**src/rtl/udpf_pkg.sv**
```systemverilog
// Shared types and constants for the UDP frame receive filter.
`timescale 1ns / 1ps
package udpf_pkg;

  localparam logic [16:0] POS_MAX          = 17'h1FFFF;
  localparam logic [16:0] POS_ETYPE_HI     = 17'd12;
  localparam logic [16:0] POS_ETYPE_LO     = 17'd13;
  localparam logic [16:0] POS_VER_IHL      = 17'd14;
  localparam logic [16:0] POS_PROTOCOL     = 17'd23;
  localparam logic [16:0] POS_SRC_FIRST    = 17'd26;
  localparam logic [16:0] POS_SRC_LAST     = 17'd29;

  localparam logic [15:0] ETHERTYPE_IPV4   = 16'h0800;
  localparam logic [3:0]  IPV4_VERSION     = 4'd4;
  localparam logic [7:0]  PROTO_UDP        = 8'd17;
  localparam logic [5:0]  MIN_IHL_BYTES    = 6'd20;
  localparam logic [6:0]  ETH_HDR          = 7'd14;
  localparam logic [15:0] UDP_HDR          = 16'd8;
  localparam logic [17:0] MIN_FRAME_LEN    = 18'd42;
  localparam logic [15:0] UDP_PORT_RESET   = 16'd12345;

  localparam logic KIND_PAYLOAD = 1'b0;
  localparam logic KIND_VERDICT = 1'b1;

  localparam int unsigned FIFO_DEPTH = 4;
  localparam int unsigned FIFO_AW    = $clog2(FIFO_DEPTH);

  typedef enum logic [2:0] {
    REASON_OK         = 3'd0,
    REASON_SHORT      = 3'd1,
    REASON_ETHERTYPE  = 3'd2,
    REASON_VERSION    = 3'd3,
    REASON_IHL        = 3'd4,
    REASON_PROTOCOL   = 3'd5,
    REASON_PORT       = 3'd6,
    REASON_UDP_LENGTH = 3'd7
  } reason_t;

  typedef struct packed {
    logic        result_kind;
    logic [7:0]  payload_byte;
    logic        accepted;
    reason_t     reject_reason;
    logic [31:0] source_ip;
    logic [15:0] payload_length;
    logic        last;
  } result_t;

  // Up to two results per item; first is always the one delivered first.
  typedef struct packed {
    logic [1:0] count;
    result_t    first;
    result_t    second;
  } push_t;

endpackage

```
**src/rtl/udpf_byte_if.sv**
```systemverilog
// Input channel: one frame byte per item with a last-byte flag.
`timescale 1ns / 1ps
interface udpf_byte_if;
  logic       valid;
  logic       ready;
  logic [7:0] data_byte;
  logic       last_byte;

  modport source (output valid, data_byte, last_byte, input ready);
  modport sink   (input valid, data_byte, last_byte, output ready);
endinterface

```
**src/rtl/udpf_result_if.sv**
```systemverilog
// Output channel: payload bytes and end-of-frame verdicts.
`timescale 1ns / 1ps
interface udpf_result_if;
  logic        valid;
  logic        ready;
  logic        result_kind;
  logic [7:0]  payload_byte;
  logic        accepted;
  logic [2:0]  reject_reason;
  logic [31:0] source_ip;
  logic [15:0] payload_length;
  logic        last;

  modport source (output valid, result_kind, payload_byte, accepted, reject_reason,
                  source_ip, payload_length, last, input ready);
  modport sink   (input valid, result_kind, payload_byte, accepted, reject_reason,
                  source_ip, payload_length, last, output ready);
endinterface

```
**src/rtl/udpf_parser.sv**
```systemverilog
// Input register, header capture, payload gating and verdict generation.
`timescale 1ns / 1ps
module udpf_parser
  import udpf_pkg::*;
(
  input  logic         clk,
  input  logic         rst,
  udpf_byte_if.sink    rx,
  input  logic         udp_port_we,
  input  logic [15:0]  udp_port_wdata,
  input  logic         space_ok,
  output push_t        push
);

  logic        in_valid;
  logic [7:0]  in_byte;
  logic        in_last;
  logic        fire;

  logic [15:0] udp_port;
  logic [16:0] frame_position;
  logic [15:0] ether_type;
  logic [7:0]  version_and_ihl;
  logic [7:0]  protocol_number;
  logic [31:0] source_address;
  logic [15:0] dest_port_seen;
  logic [15:0] udp_length_seen;

  logic [5:0]  ihl_bytes;
  logic [16:0] udp_start;
  logic [16:0] pay_lo;
  logic [17:0] pay_hi;
  logic [17:0] frame_len;
  logic [17:0] udp_end;
  logic        header_ok;
  logic        emit_payload;
  reason_t     reason;
  result_t     pay_res;
  result_t     ver_res;

  assign fire     = in_valid && space_ok;
  assign rx.ready = !in_valid || space_ok;

  always_ff @(posedge clk) begin
    if (rst) begin
      in_valid <= 1'b0;
    end else if (rx.valid && rx.ready) begin
      in_valid <= 1'b1;
    end else if (fire) begin
      in_valid <= 1'b0;
    end
  end

  always_ff @(posedge clk) begin
    if (rx.valid && rx.ready) begin
      in_byte <= rx.data_byte;
      in_last <= rx.last_byte;
    end
  end

  always_ff @(posedge clk) begin
    if (rst) begin
      udp_port <= UDP_PORT_RESET;
    end else if (udp_port_we) begin
      udp_port <= udp_port_wdata;
    end
  end

  assign ihl_bytes = {version_and_ihl[3:0], 2'b00};
  assign udp_start = {10'd0, ETH_HDR} + {11'd0, ihl_bytes};
  assign pay_lo    = udp_start + {1'b0, UDP_HDR};
  assign pay_hi    = {1'b0, udp_start} + {2'b00, udp_length_seen};
  assign frame_len = {1'b0, frame_position} + 18'd1;
  assign udp_end   = {1'b0, udp_start} + {2'b00, udp_length_seen};

  // Every header field is captured before the earliest payload position.
  assign header_ok = (ether_type == ETHERTYPE_IPV4) &&
                     (version_and_ihl[7:4] == IPV4_VERSION) &&
                     (ihl_bytes >= MIN_IHL_BYTES) &&
                     (protocol_number == PROTO_UDP) &&
                     (dest_port_seen == udp_port) &&
                     (udp_length_seen >= UDP_HDR);

  assign emit_payload = header_ok && (frame_position >= pay_lo) &&
                        ({1'b0, frame_position} < pay_hi);

  always_comb begin
    if (frame_len < MIN_FRAME_LEN) begin
      reason = REASON_SHORT;
    end else if (ether_type != ETHERTYPE_IPV4) begin
      reason = REASON_ETHERTYPE;
    end else if (version_and_ihl[7:4] != IPV4_VERSION) begin
      reason = REASON_VERSION;
    end else if (ihl_bytes < MIN_IHL_BYTES) begin
      reason = REASON_IHL;
    end else if (frame_len < {1'b0, pay_lo}) begin
      reason = REASON_SHORT;
    end else if (protocol_number != PROTO_UDP) begin
      reason = REASON_PROTOCOL;
    end else if (dest_port_seen != udp_port) begin
      reason = REASON_PORT;
    end else if ((udp_length_seen < UDP_HDR) || (udp_end > frame_len)) begin
      reason = REASON_UDP_LENGTH;
    end else begin
      reason = REASON_OK;
    end
  end

  always_comb begin
    pay_res                = '0;
    pay_res.result_kind    = KIND_PAYLOAD;
    pay_res.payload_byte   = in_byte;
    pay_res.reject_reason  = REASON_OK;

    ver_res                = '0;
    ver_res.result_kind    = KIND_VERDICT;
    ver_res.last           = 1'b1;
    ver_res.reject_reason  = reason;
    if (reason == REASON_OK) begin
      ver_res.accepted       = 1'b1;
      ver_res.source_ip      = source_address;
      ver_res.payload_length = udp_length_seen - UDP_HDR;
    end
  end

  always_comb begin
    push        = '0;
    push.second = ver_res;
    if (fire) begin
      push.count = {1'b0, emit_payload} + {1'b0, in_last};
    end
    push.first = emit_payload ? pay_res : ver_res;
  end

  // Frame state: capture header bytes, clear after the verdict.
  always_ff @(posedge clk) begin
    if (rst) begin
      frame_position  <= '0;
      ether_type      <= '0;
      version_and_ihl <= '0;
      protocol_number <= '0;
      source_address  <= '0;
      dest_port_seen  <= '0;
      udp_length_seen <= '0;
    end else if (fire) begin
      if (in_last) begin
        frame_position  <= '0;
        ether_type      <= '0;
        version_and_ihl <= '0;
        protocol_number <= '0;
        source_address  <= '0;
        dest_port_seen  <= '0;
        udp_length_seen <= '0;
      end else begin
        if (frame_position != POS_MAX) begin
          frame_position <= frame_position + 17'd1;
        end
        if (frame_position == POS_ETYPE_HI) begin
          ether_type[15:8] <= in_byte;
        end
        if (frame_position == POS_ETYPE_LO) begin
          ether_type[7:0] <= in_byte;
        end
        if (frame_position == POS_VER_IHL) begin
          version_and_ihl <= in_byte;
        end
        if (frame_position == POS_PROTOCOL) begin
          protocol_number <= in_byte;
        end
        if ((frame_position >= POS_SRC_FIRST) && (frame_position <= POS_SRC_LAST)) begin
          source_address <= {source_address[23:0], in_byte};
        end
        if (frame_position > POS_VER_IHL) begin
          if (frame_position == udp_start + 17'd2) begin
            dest_port_seen[15:8] <= in_byte;
          end
          if (frame_position == udp_start + 17'd3) begin
            dest_port_seen[7:0] <= in_byte;
          end
          if (frame_position == udp_start + 17'd4) begin
            udp_length_seen[15:8] <= in_byte;
          end
          if (frame_position == udp_start + 17'd5) begin
            udp_length_seen[7:0] <= in_byte;
          end
        end
      end
    end
  end

endmodule

```
**src/rtl/udpf_result_fifo.sv**
```systemverilog
// Small result queue: takes up to two results per cycle, delivers one.
`timescale 1ns / 1ps
module udpf_result_fifo
  import udpf_pkg::*;
(
  input  logic     clk,
  input  logic     rst,
  input  push_t    push,
  output logic     space_ok,
  output logic     head_valid,
  output result_t  head,
  input  logic     pop
);

  result_t            mem [FIFO_DEPTH];
  logic [FIFO_AW-1:0] wr_ptr;
  logic [FIFO_AW-1:0] rd_ptr;
  logic [FIFO_AW:0]   count;
  logic               do_pop;

  assign head_valid = (count != '0);
  assign head       = mem[rd_ptr];
  assign do_pop     = pop && head_valid;
  assign space_ok   = (count <= (FIFO_AW + 1)'(FIFO_DEPTH - 2));

  always_ff @(posedge clk) begin
    if (push.count != 2'd0) begin
      mem[wr_ptr] <= push.first;
    end
    if (push.count == 2'd2) begin
      mem[wr_ptr + FIFO_AW'(1)] <= push.second;
    end
  end

  always_ff @(posedge clk) begin
    if (rst) begin
      wr_ptr <= '0;
      rd_ptr <= '0;
      count  <= '0;
    end else begin
      wr_ptr <= wr_ptr + FIFO_AW'(push.count);
      if (do_pop) begin
        rd_ptr <= rd_ptr + FIFO_AW'(1);
      end
      count <= count + (FIFO_AW + 1)'(push.count) - (FIFO_AW + 1)'(do_pop);
    end
  end

endmodule

```
**src/rtl/udp_frame_receive_filter.sv**
```systemverilog
// Top level of the UDP frame receive filter.
`timescale 1ns / 1ps
// Takes an Ethernet II frame one byte per item on rx (last_byte marks the end)
// and checks it as IPv4/UDP addressed to the udp_port register (reset 12345,
// written with udp_port_we/udp_port_wdata; the user must write it only while
// idle, which the block does not enforce). Bytes inside the UDP payload range
// are forwarded at once on tx as tentative payload items (result_kind 0)
// while the header checks pass so far; the verdict item (result_kind 1,
// last 1) on the final byte may still reject the frame for a short frame or
// a bad UDP length. A final byte inside the payload gives the payload item
// first, then the verdict. Rate: one byte per clock while the result queue
// has room; each byte is held in the input register until the queue has
// room, is decoded against the captured header fields, and its results enter
// a four-entry result queue that drains one item per clock while tx is ready,
// so a byte that yields both a payload item and a verdict gives the output
// side two items to drain. A frame position counter saturates at 131071.
module udp_frame_receive_filter
  import udpf_pkg::*;
(
  input  logic          clk,
  input  logic          rst,
  udpf_byte_if.sink     rx,
  udpf_result_if.source tx,
  input  logic          udp_port_we,
  input  logic [15:0]   udp_port_wdata
);

  push_t   push;
  logic    space_ok;
  logic    head_valid;
  result_t head;

  // Register the byte, update header state, build up to two results.
  udpf_parser u_parser (
    .clk            (clk),
    .rst            (rst),
    .rx             (rx),
    .udp_port_we    (udp_port_we),
    .udp_port_wdata (udp_port_wdata),
    .space_ok       (space_ok),
    .push           (push)
  );

  // Hold results until the sink takes them; stall the parser when near full.
  udpf_result_fifo u_fifo (
    .clk        (clk),
    .rst        (rst),
    .push       (push),
    .space_ok   (space_ok),
    .head_valid (head_valid),
    .head       (head),
    .pop        (tx.ready)
  );

  // Drive the result channel from the queue head.
  assign tx.valid          = head_valid;
  assign tx.result_kind    = head.result_kind;
  assign tx.payload_byte   = head.payload_byte;
  assign tx.accepted       = head.accepted;
  assign tx.reject_reason  = 3'(head.reject_reason);
  assign tx.source_ip      = head.source_ip;
  assign tx.payload_length = head.payload_length;
  assign tx.last           = head.last;

endmodule

```
**src/flat_wrapper.sv**
```systemverilog
// flat-port wrapper written by rule: the top's interface ports become plain ports
module udp_frame_receive_filter_flat import udpf_pkg::*;
  (clk, rst, udp_port_we, udp_port_wdata, rx_valid, rx_data_byte, rx_last_byte, rx_ready, tx_valid, tx_result_kind, tx_payload_byte, tx_accepted, tx_reject_reason, tx_source_ip, tx_payload_length, tx_last, tx_ready);
  udpf_byte_if rx_i ();
  udpf_result_if tx_i ();
  input  logic clk;
  input  logic rst;
  input  logic udp_port_we;
  input  logic [15:0] udp_port_wdata;
  input wire logic [$bits(rx_i.valid)-1:0] rx_valid;
  input wire logic [$bits(rx_i.data_byte)-1:0] rx_data_byte;
  input wire logic [$bits(rx_i.last_byte)-1:0] rx_last_byte;
  output wire logic [$bits(rx_i.ready)-1:0] rx_ready;
  output wire logic [$bits(tx_i.valid)-1:0] tx_valid;
  output wire logic [$bits(tx_i.result_kind)-1:0] tx_result_kind;
  output wire logic [$bits(tx_i.payload_byte)-1:0] tx_payload_byte;
  output wire logic [$bits(tx_i.accepted)-1:0] tx_accepted;
  output wire logic [$bits(tx_i.reject_reason)-1:0] tx_reject_reason;
  output wire logic [$bits(tx_i.source_ip)-1:0] tx_source_ip;
  output wire logic [$bits(tx_i.payload_length)-1:0] tx_payload_length;
  output wire logic [$bits(tx_i.last)-1:0] tx_last;
  input wire logic [$bits(tx_i.ready)-1:0] tx_ready;
  assign rx_i.valid = rx_valid;
  assign rx_i.data_byte = rx_data_byte;
  assign rx_i.last_byte = rx_last_byte;
  assign rx_ready = rx_i.ready;
  assign tx_valid = tx_i.valid;
  assign tx_result_kind = tx_i.result_kind;
  assign tx_payload_byte = tx_i.payload_byte;
  assign tx_accepted = tx_i.accepted;
  assign tx_reject_reason = tx_i.reject_reason;
  assign tx_source_ip = tx_i.source_ip;
  assign tx_payload_length = tx_i.payload_length;
  assign tx_last = tx_i.last;
  assign tx_i.ready = tx_ready;
  udp_frame_receive_filter u_core (.clk(clk), .rst(rst), .rx(rx_i), .tx(tx_i), .udp_port_we(udp_port_we), .udp_port_wdata(udp_port_wdata));
endmodule
```
**config.mk**
```make
export PLATFORM = sky130hd
export DESIGN_NAME = udp_frame_receive_filter_flat
export DESIGN_NICKNAME = d
export VERILOG_FILES = /design/src/rtl/udpf_pkg.sv /design/src/rtl/udpf_byte_if.sv /design/src/rtl/udpf_result_if.sv /design/src/rtl/udpf_parser.sv /design/src/rtl/udpf_result_fifo.sv /design/src/rtl/udp_frame_receive_filter.sv /design/src/flat_wrapper.sv
export SDC_FILE = /design/constraint.sdc
export NUM_CORES = 1
export LEC_CHECK = 0
export ABC_AREA = 1
export BUFFER_PORTS_ARGS = -buffer_cell sky130_fd_sc_hd__buf_2
export CORE_MARGIN = 2
export CORE_UTILIZATION = 50
export DETAILED_ROUTE_END_ITERATION = 8
export PLACE_DENSITY = 0.78
export SLEW_MARGIN = 20
export SYNTH_ARGS = -nofsm -noshare
export SYNTH_HDL_FRONTEND = slang
export SYNTH_SLANG_ARGS = --single-unit
```
**constraint.sdc**
```tcl
create_clock -name clk -period 9.15 [get_ports clk]
set_clock_uncertainty 0.1 [all_clocks]
set_input_delay 0 -clock clk [delete_from_list [all_inputs] [get_ports clk]]
set_output_delay 0 -clock clk [all_outputs]
set_load 0.02 [all_outputs]
```
Word-level counts from Yosys, hierarchy flattened
Memory sizes are Yosys's and may differ from the RTL's. A register that Yosys moved wholly into a read port is not among the register bits.
Index checks and enable logic that the tools add are counted.
{ "totals": {"reg_bits": 146, "output_inout_bits": 64, "ramBits": 248, "memories": 1, "inputBits": 30} }
{ "mem_list": {"columns": ["memory", "depth", "width", "read_ports", "rd_ports_with_merged_regs", "wr", "line", "text"], "rows": [
  ["u_core.u_fifo.mem", 4, 62, 1, 1, 2, "udpf_result_fifo.sv:15", "result_t mem [FIFO_DEPTH];"]
]} }
{ "classes": {"magnitude_cmp": 13, "muxes": 39, "n_eq_ne": 18, "addsub": 16, "reduce_logical": 39} }
{ "op_table": {"columns": ["operator", "n"], "rows": [
  ["$mux 16", 5],
  ["$mux 8", 10],
  ["$eq 17x8->1", 4],
  ["$mux 32", 2],
  ["$mux 62", 1],
  ["$eq 17x4->1 const B", 3],
  ["$mux 48", 1],
  ["$mux 17", 2],
  ["$reduce_bool 2->1", 13],
  ["$mux 3", 8],
  ["$add 17x1->18 const B", 1],
  ["$gt 17x18->1", 1],
  ["$lt 18x6->1 const B", 1],
  ["$lt 18x8->1", 1],
  ["$add 17x1->17 const B", 1],
  ["$add 7x16->17", 1],
  ["$eq 17x5->1 const B", 1],
  ["$ge 17x5->1 const B", 1],
  ["$ge 17x8->1", 1],
  ["$gt 17x4->1 const B", 1],
  ["$le 17x5->1 const B", 1],
  ["$lt 17x17->1", 1],
  ["$ne 17x17->1 const B", 1],
  ["$add 7x2->8 const B", 2],
  ["other kinds (32)", 61]
]} }

Logic depth before layout (Yosys ltp)
{ "depth": {"ltp_word": 15, "mapped_depth": 35} }

Cells and area by module
From an unflattened synthesis, not the netlist that was laid out.
{ "hier_totals": {"hier_cells": 2603, "area_unflattened_um2": 21613.2} }
{ "by_module_without_submodules": {"columns": ["mod", "cells_each", "area_per_inst_um2", "instances"], "rows": [
  ["udpf_result_fifo", 1284, 12405.6, 1],
  ["udpf_parser", 1319, 9207.6, 1]
]} }

Worst setup path after synthesis
Ideal clock, no wire load.
{ "synth_path": {"kind": "reg-to-reg", "from": "register u_core.u_parser.version_and_ihl[0]", "to": "memory u_core.u_fifo.mem[0][40] in the netlist's numbering (data pin)", "required_ps": 8912, "setup_ps": 138, "slack_ps": 1951, "path_stages_with_launch": 34, "t_arrival_ps": 6961, "path_cell_list": "dfxtp_1 inv_1 ha_1 inv_1 ha_1 nand3_1 nand2_1 nand2_1 o21ai_0 nand2_1 a21oi_1 nand2_1 nor4_1 nand2_1 nor2_1 xor2_1 ha_1 a21oi_1 o21ai_0 nor3_1 nand4_1 nor2_1 and2_1 clkbuf_1 ha_1 nor2_1 nand3_2 nand2_1 nand2_1 inv_1 nand4_2 buf_4 buf_6 nor2_1"} }
{ "synth_lines": {"columns": ["element", "line", "text"], "rows": [
  ["start, declared", "udpf_parser.sv:23", "logic [7:0] version_and_ihl;"],
  ["start signal, assigned", "udpf_parser.sv:165", "version_and_ihl <= in_byte;"],
  ["end, declared", "udpf_result_fifo.sv:15", null]
]} }

==> results <==
- The layout has 3127 filler cells.
- Prior to clock tree synthesis, the placed netlist has a worst setup slack of 1400 ps.
- The kind of cell with the highest combined delay along the critical path is simple AND/OR/NAND/NOR gates.
- The die covers 39000 um^2.
- Yosys mapped a number of flops with a built-in enable equal to 217.
- The area share of the largest cell type after synthesis is 34.8%.
- For this configuration, the core starts out at a cell density of 50.9%.
- The power consumption is 4.70 mW.
- The count of buffering cells on the critical path with inverters included is 4.
- Detailed routing inserted a total of 15671 vias.
- Along the worst path, the maximum fanout reaches 30.
- Counting buffers and inverters, the worst setup path is 32 cells deep.
- STA classifies the critical path endpoint as a register.
- The setup slack of the critical path after layout is 1330 ps.
- For this run, the top clock speed supported by timing is 0.128 GHz.
- The top cell type by total area after synthesis is sky130_fd_sc_hd__edfxtp_1.
- The synthesized area divided by synthesized cell count is 8.67 um^2.
- On the final layout, the worst hold slack is 52.5 ps.
- Data on the critical path is required at its endpoint by 9460 ps.
- The post-CTS setup-driven buffer insertion count is 0.
- The depth of the worst register-to-register path is 32.
- The routability-driven placement congestion ratio is 0.970.
- The period utilization is 85.4%.
- The worst hold path cell count is 2.
- In this run the core area contains 70 standard-cell rows.
- The share of synthesized flip-flops with an asynchronous set or reset is 0%.
- In the routed design, unresolved DRC markers number 0.
- The commonest cells after synthesis are sky130_fd_sc_hd__nor2_1 (486), sky130_fd_sc_hd__o21ai_0 (247), sky130_fd_sc_hd__nand2_1 (242).
- The final setup TNS is 0 ps.
- The cell area after synthesis is 18700 um^2.
- The part of the power in combinational logic is 23.2%.
- Setup repair after global routing left no endpoint under its margin.
- The count of endpoints failing hold in the final timing report is 0.
- The number of pins exceeding their max-slew limit in the final report is 0.
- The predominant post-synthesis flop cell is sky130_fd_sc_hd__edfxtp_1.
- The sequential area share after synthesis is 53.5%.
- For this run, the total global-route usage over all layers was measured as 25.6%.
- The count of routing violations after the opening detailed-route iteration is 1412.
- The library cell contributing the largest single delay on the critical path is sky130_fd_sc_hd__nand4_2.
- The total number of yosys warnings is 0.
- Gates resized during post-CTS repair numbered 0.
- After clock tree synthesis, the clock-pin slew on the worst setup and hold paths is 60 ps.
- The number of iterations in the first detailed-routing pass is 5.
- In this run the horizontal extent of the chip is 198 um.
- The arrival time of data at the critical path endpoint is 8130 ps.
- The path class of the tightest hold or removal check is in -> reg.
- The area overhead of the layout relative to synthesis is 13.3%.
- Synthesis produced a netlist with a net count of 2258.
- The top-level I/O count is 94.
- Detailed placement ended at an HPWL of 31300 um.
- The max-cap check violation count is 0.
- The clock period could shrink to 7820 ps.
- The standby leakage power is 8.78 nW.
- Setup violations remaining at the end of the flow were counted as 0.
- The delay of the slowest cell on the worst path is 730 ps.
- The remaining number of nets flagged by the antenna check after routing is 0.
- In this run the deepest clock path goes through 3 buffers.
- The diode insertion count for antenna repair is 0.
- VDD sags by at most 0.192 mV.
- The internal power consumption is 3.18 mW.
- At the pin with the least slew margin, the transition time is 1060 ps.
- Buffers inserted to repair hold after CTS numbered 48.
- The most instantiated library cell after synthesis is sky130_fd_sc_hd__nor2_1.
- The flow ran to the end, and the final reports show no timing, DRC or antenna violations.
- The total power divided by cell area is 221 nW/um^2.
- The instance count of the mapped netlist is 2160.
- The analysis attributes to net switching a power of 1.52 mW.
- Sorting the synthesized cells by area gives the leading types as sky130_fd_sc_hd__edfxtp_1 (35%), sky130_fd_sc_hd__dfxtp_1 (19%), sky130_fd_sc_hd__nor2_1 (9.7%), sky130_fd_sc_hd__o21ai_0 (6.6%), sky130_fd_sc_hd__nand2_1 (4.8%).
- The initial antenna violation count is 0.
- The critical path's most frequent cell is sky130_fd_sc_hd__nand2_1.
- CTS placed an instance of sky130_fd_sc_hd__clkbuf_16 at the clock tree root.
- The type of origin of the critical path is a register.
- The total wirelength of the detailed-routed design is 50100 um.
- In the routed layout, each cell is associated on average with a via count of 5.69.
- The relative contribution of sequential cells to total power is 42.3%.
- At the end of the flow, the number of nets in the layout was 2353.
- The pin count of the biggest net entering global routing is 112.
- The fraction of power spent switching nets is 32.3%.
- The share of cells above drive strength 1 is 9.31%.
- The TritonCTS clock tree is built.
- The CTS sink count is 392.
- The routed wire length per instance is 18.2 um.
- The number of global-route vias before repair is 15318.
- The global-route wire length before repair is 79200 um.
- Of the total power, the clock network draws 34.5%.
- Clock latency on the worst-skew pair, taken at its later pin, is 560 ps.
- The region available for standard cell placement spans 36800 um^2.
- The worst setup path is of the reg -> reg kind.
- The die is 198 um tall.
- Clock tree synthesis inserted a total of 41 buffers.
- The total global routing overflow is 0.
- The distinct cell type count of the synthesized netlist is 47.
- The synthesized design contains 392 register bits.
- The maximum level of the CTS H-tree is 2.
- The tightest slew margin relative to the limit is 29.1%.
- Input and output buffers added on the ports amount to 93.
==> layout by cell type (no fill, tap or decap), types with 34 or more instances in the layout <==
cell and n:
sky130_fd_sc_hd__o22ai_1 62, sky130_fd_sc_hd__nor2_1 486, sky130_fd_sc_hd__nand2_1 237, sky130_fd_sc_hd__nand3_1 87, sky130_fd_sc_hd__ha_1 66, sky130_fd_sc_hd__buf_2 93, sky130_fd_sc_hd__xor2_1 34, sky130_fd_sc_hd__clkbuf_16 42
sky130_fd_sc_hd__a21oi_1 114, sky130_fd_sc_hd__edfxtp_1 217, sky130_fd_sc_hd__dlygate4sd3_1 48, sky130_fd_sc_hd__inv_1 183, sky130_fd_sc_hd__dfxtp_1 173, sky130_fd_sc_hd__o21ai_0 247
==> layer usage <==
layer | up-vias | global-route usage, % | routed length, um
met5 | - | 0 | 0
met4 | 0 | 8.99 | 1260
met3 | 99 | 3.52 | 3500
met2 | 609 | 44.5 | 24600
met1 | 7493 | 32.9 | 20800
li1 | 7470 | - | -
==> area by class of cell <==
class,count,area (um^2),share of cell area (%)
well taps,468,586,2.76
clock buffers,54,1120,5.25
repair buffers,157,1070,5.04
clock inverters,22,194,0.913
inverters,191,718,3.38
flip-flops and latches,392,10000,47.2
multi-input cells,1472,7530,35.5
==> worst register-to-register path: cells and delay by family (launching register included) <==
| family | cells | cell delay, ps |
|---|---|---|
| AND/OR/NAND/NOR | 19 | 4030 |
| flip-flops | 1 | 530 |
| buffers and inverters | 4 | 880 |
| AO/OA/AOI/OAI | 4 | 650 |
| adder cells (fa/ha/maj) | 4 | 1220 |
| XOR/XNOR | 1 | 240 |
==> flip-flops by register name (all words and copies together) (netlist names), 3 cells and up, named ones only <==
signal                           flops
u_core.u_fifo.mem                  244
u_core.u_parser.source_address      32
u_core.u_parser.frame_position      17
u_core.u_parser.dest_port_seen      16
u_core.u_parser.ether_type          16
u_core.u_parser.udp_length_seen     16
u_core.u_parser.udp_port            16
u_core.u_parser.in_byte              8
u_core.u_parser.protocol_number      8
u_core.u_parser.version_and_ihl      8
u_core.u_fifo.count                  3
==> cells by family after synthesis <==
group           count (synthesis)  synth area share, %
simple gates                  900                 20.3
fa+ha+maj                      68                 4.62
flops                         392                 53.5
buf+inv                       296                 6.40
xor+xnor                       42                 1.96
compound gates                462                 13.2
==> power groups by stage <==
stage | clock network, mW | logic (mW) | registers (mW)
after global placement | 0 | 1.03 | 2.02
after CTS | 1.64 | 1.08 | 1.98
after detailed placement | 0 | 1.06 | 2.02
final | 1.62 | 1.09 | 1.99
after floorplan | 0 | 0.739 | 2.00
after global routing | 1.71 | 1.20 | 2.00
==> final timing paths <==
path              slack [ps]                          startpoint                        to
hold / removal            50                        rx_last_byte   u_core.u_parser.in_last
hold reg to reg          360             u_core.u_fifo.mem[0][0]   u_core.u_fifo.mem[0][0]
setup reg to reg        1330  u_core.u_parser.version_and_ihl[0]  u_core.u_fifo.mem[3][34]
setup / recovery        1330  u_core.u_parser.version_and_ihl[0]  u_core.u_fifo.mem[3][34]
==> per-stage QoR <==
stage	util, %	cells	instance area (um^2)
6_report	57.7	2756	21200
5_1_grt	57.7	2756	21200
4_1_cts	57.7	2756	21200
3_5_place_dp	52.9	2632	19400
3_3_place_gp	52.9	2632	19400
2_1_floorplan	-	2160	18700
Power figures use the tool's default switching activity.
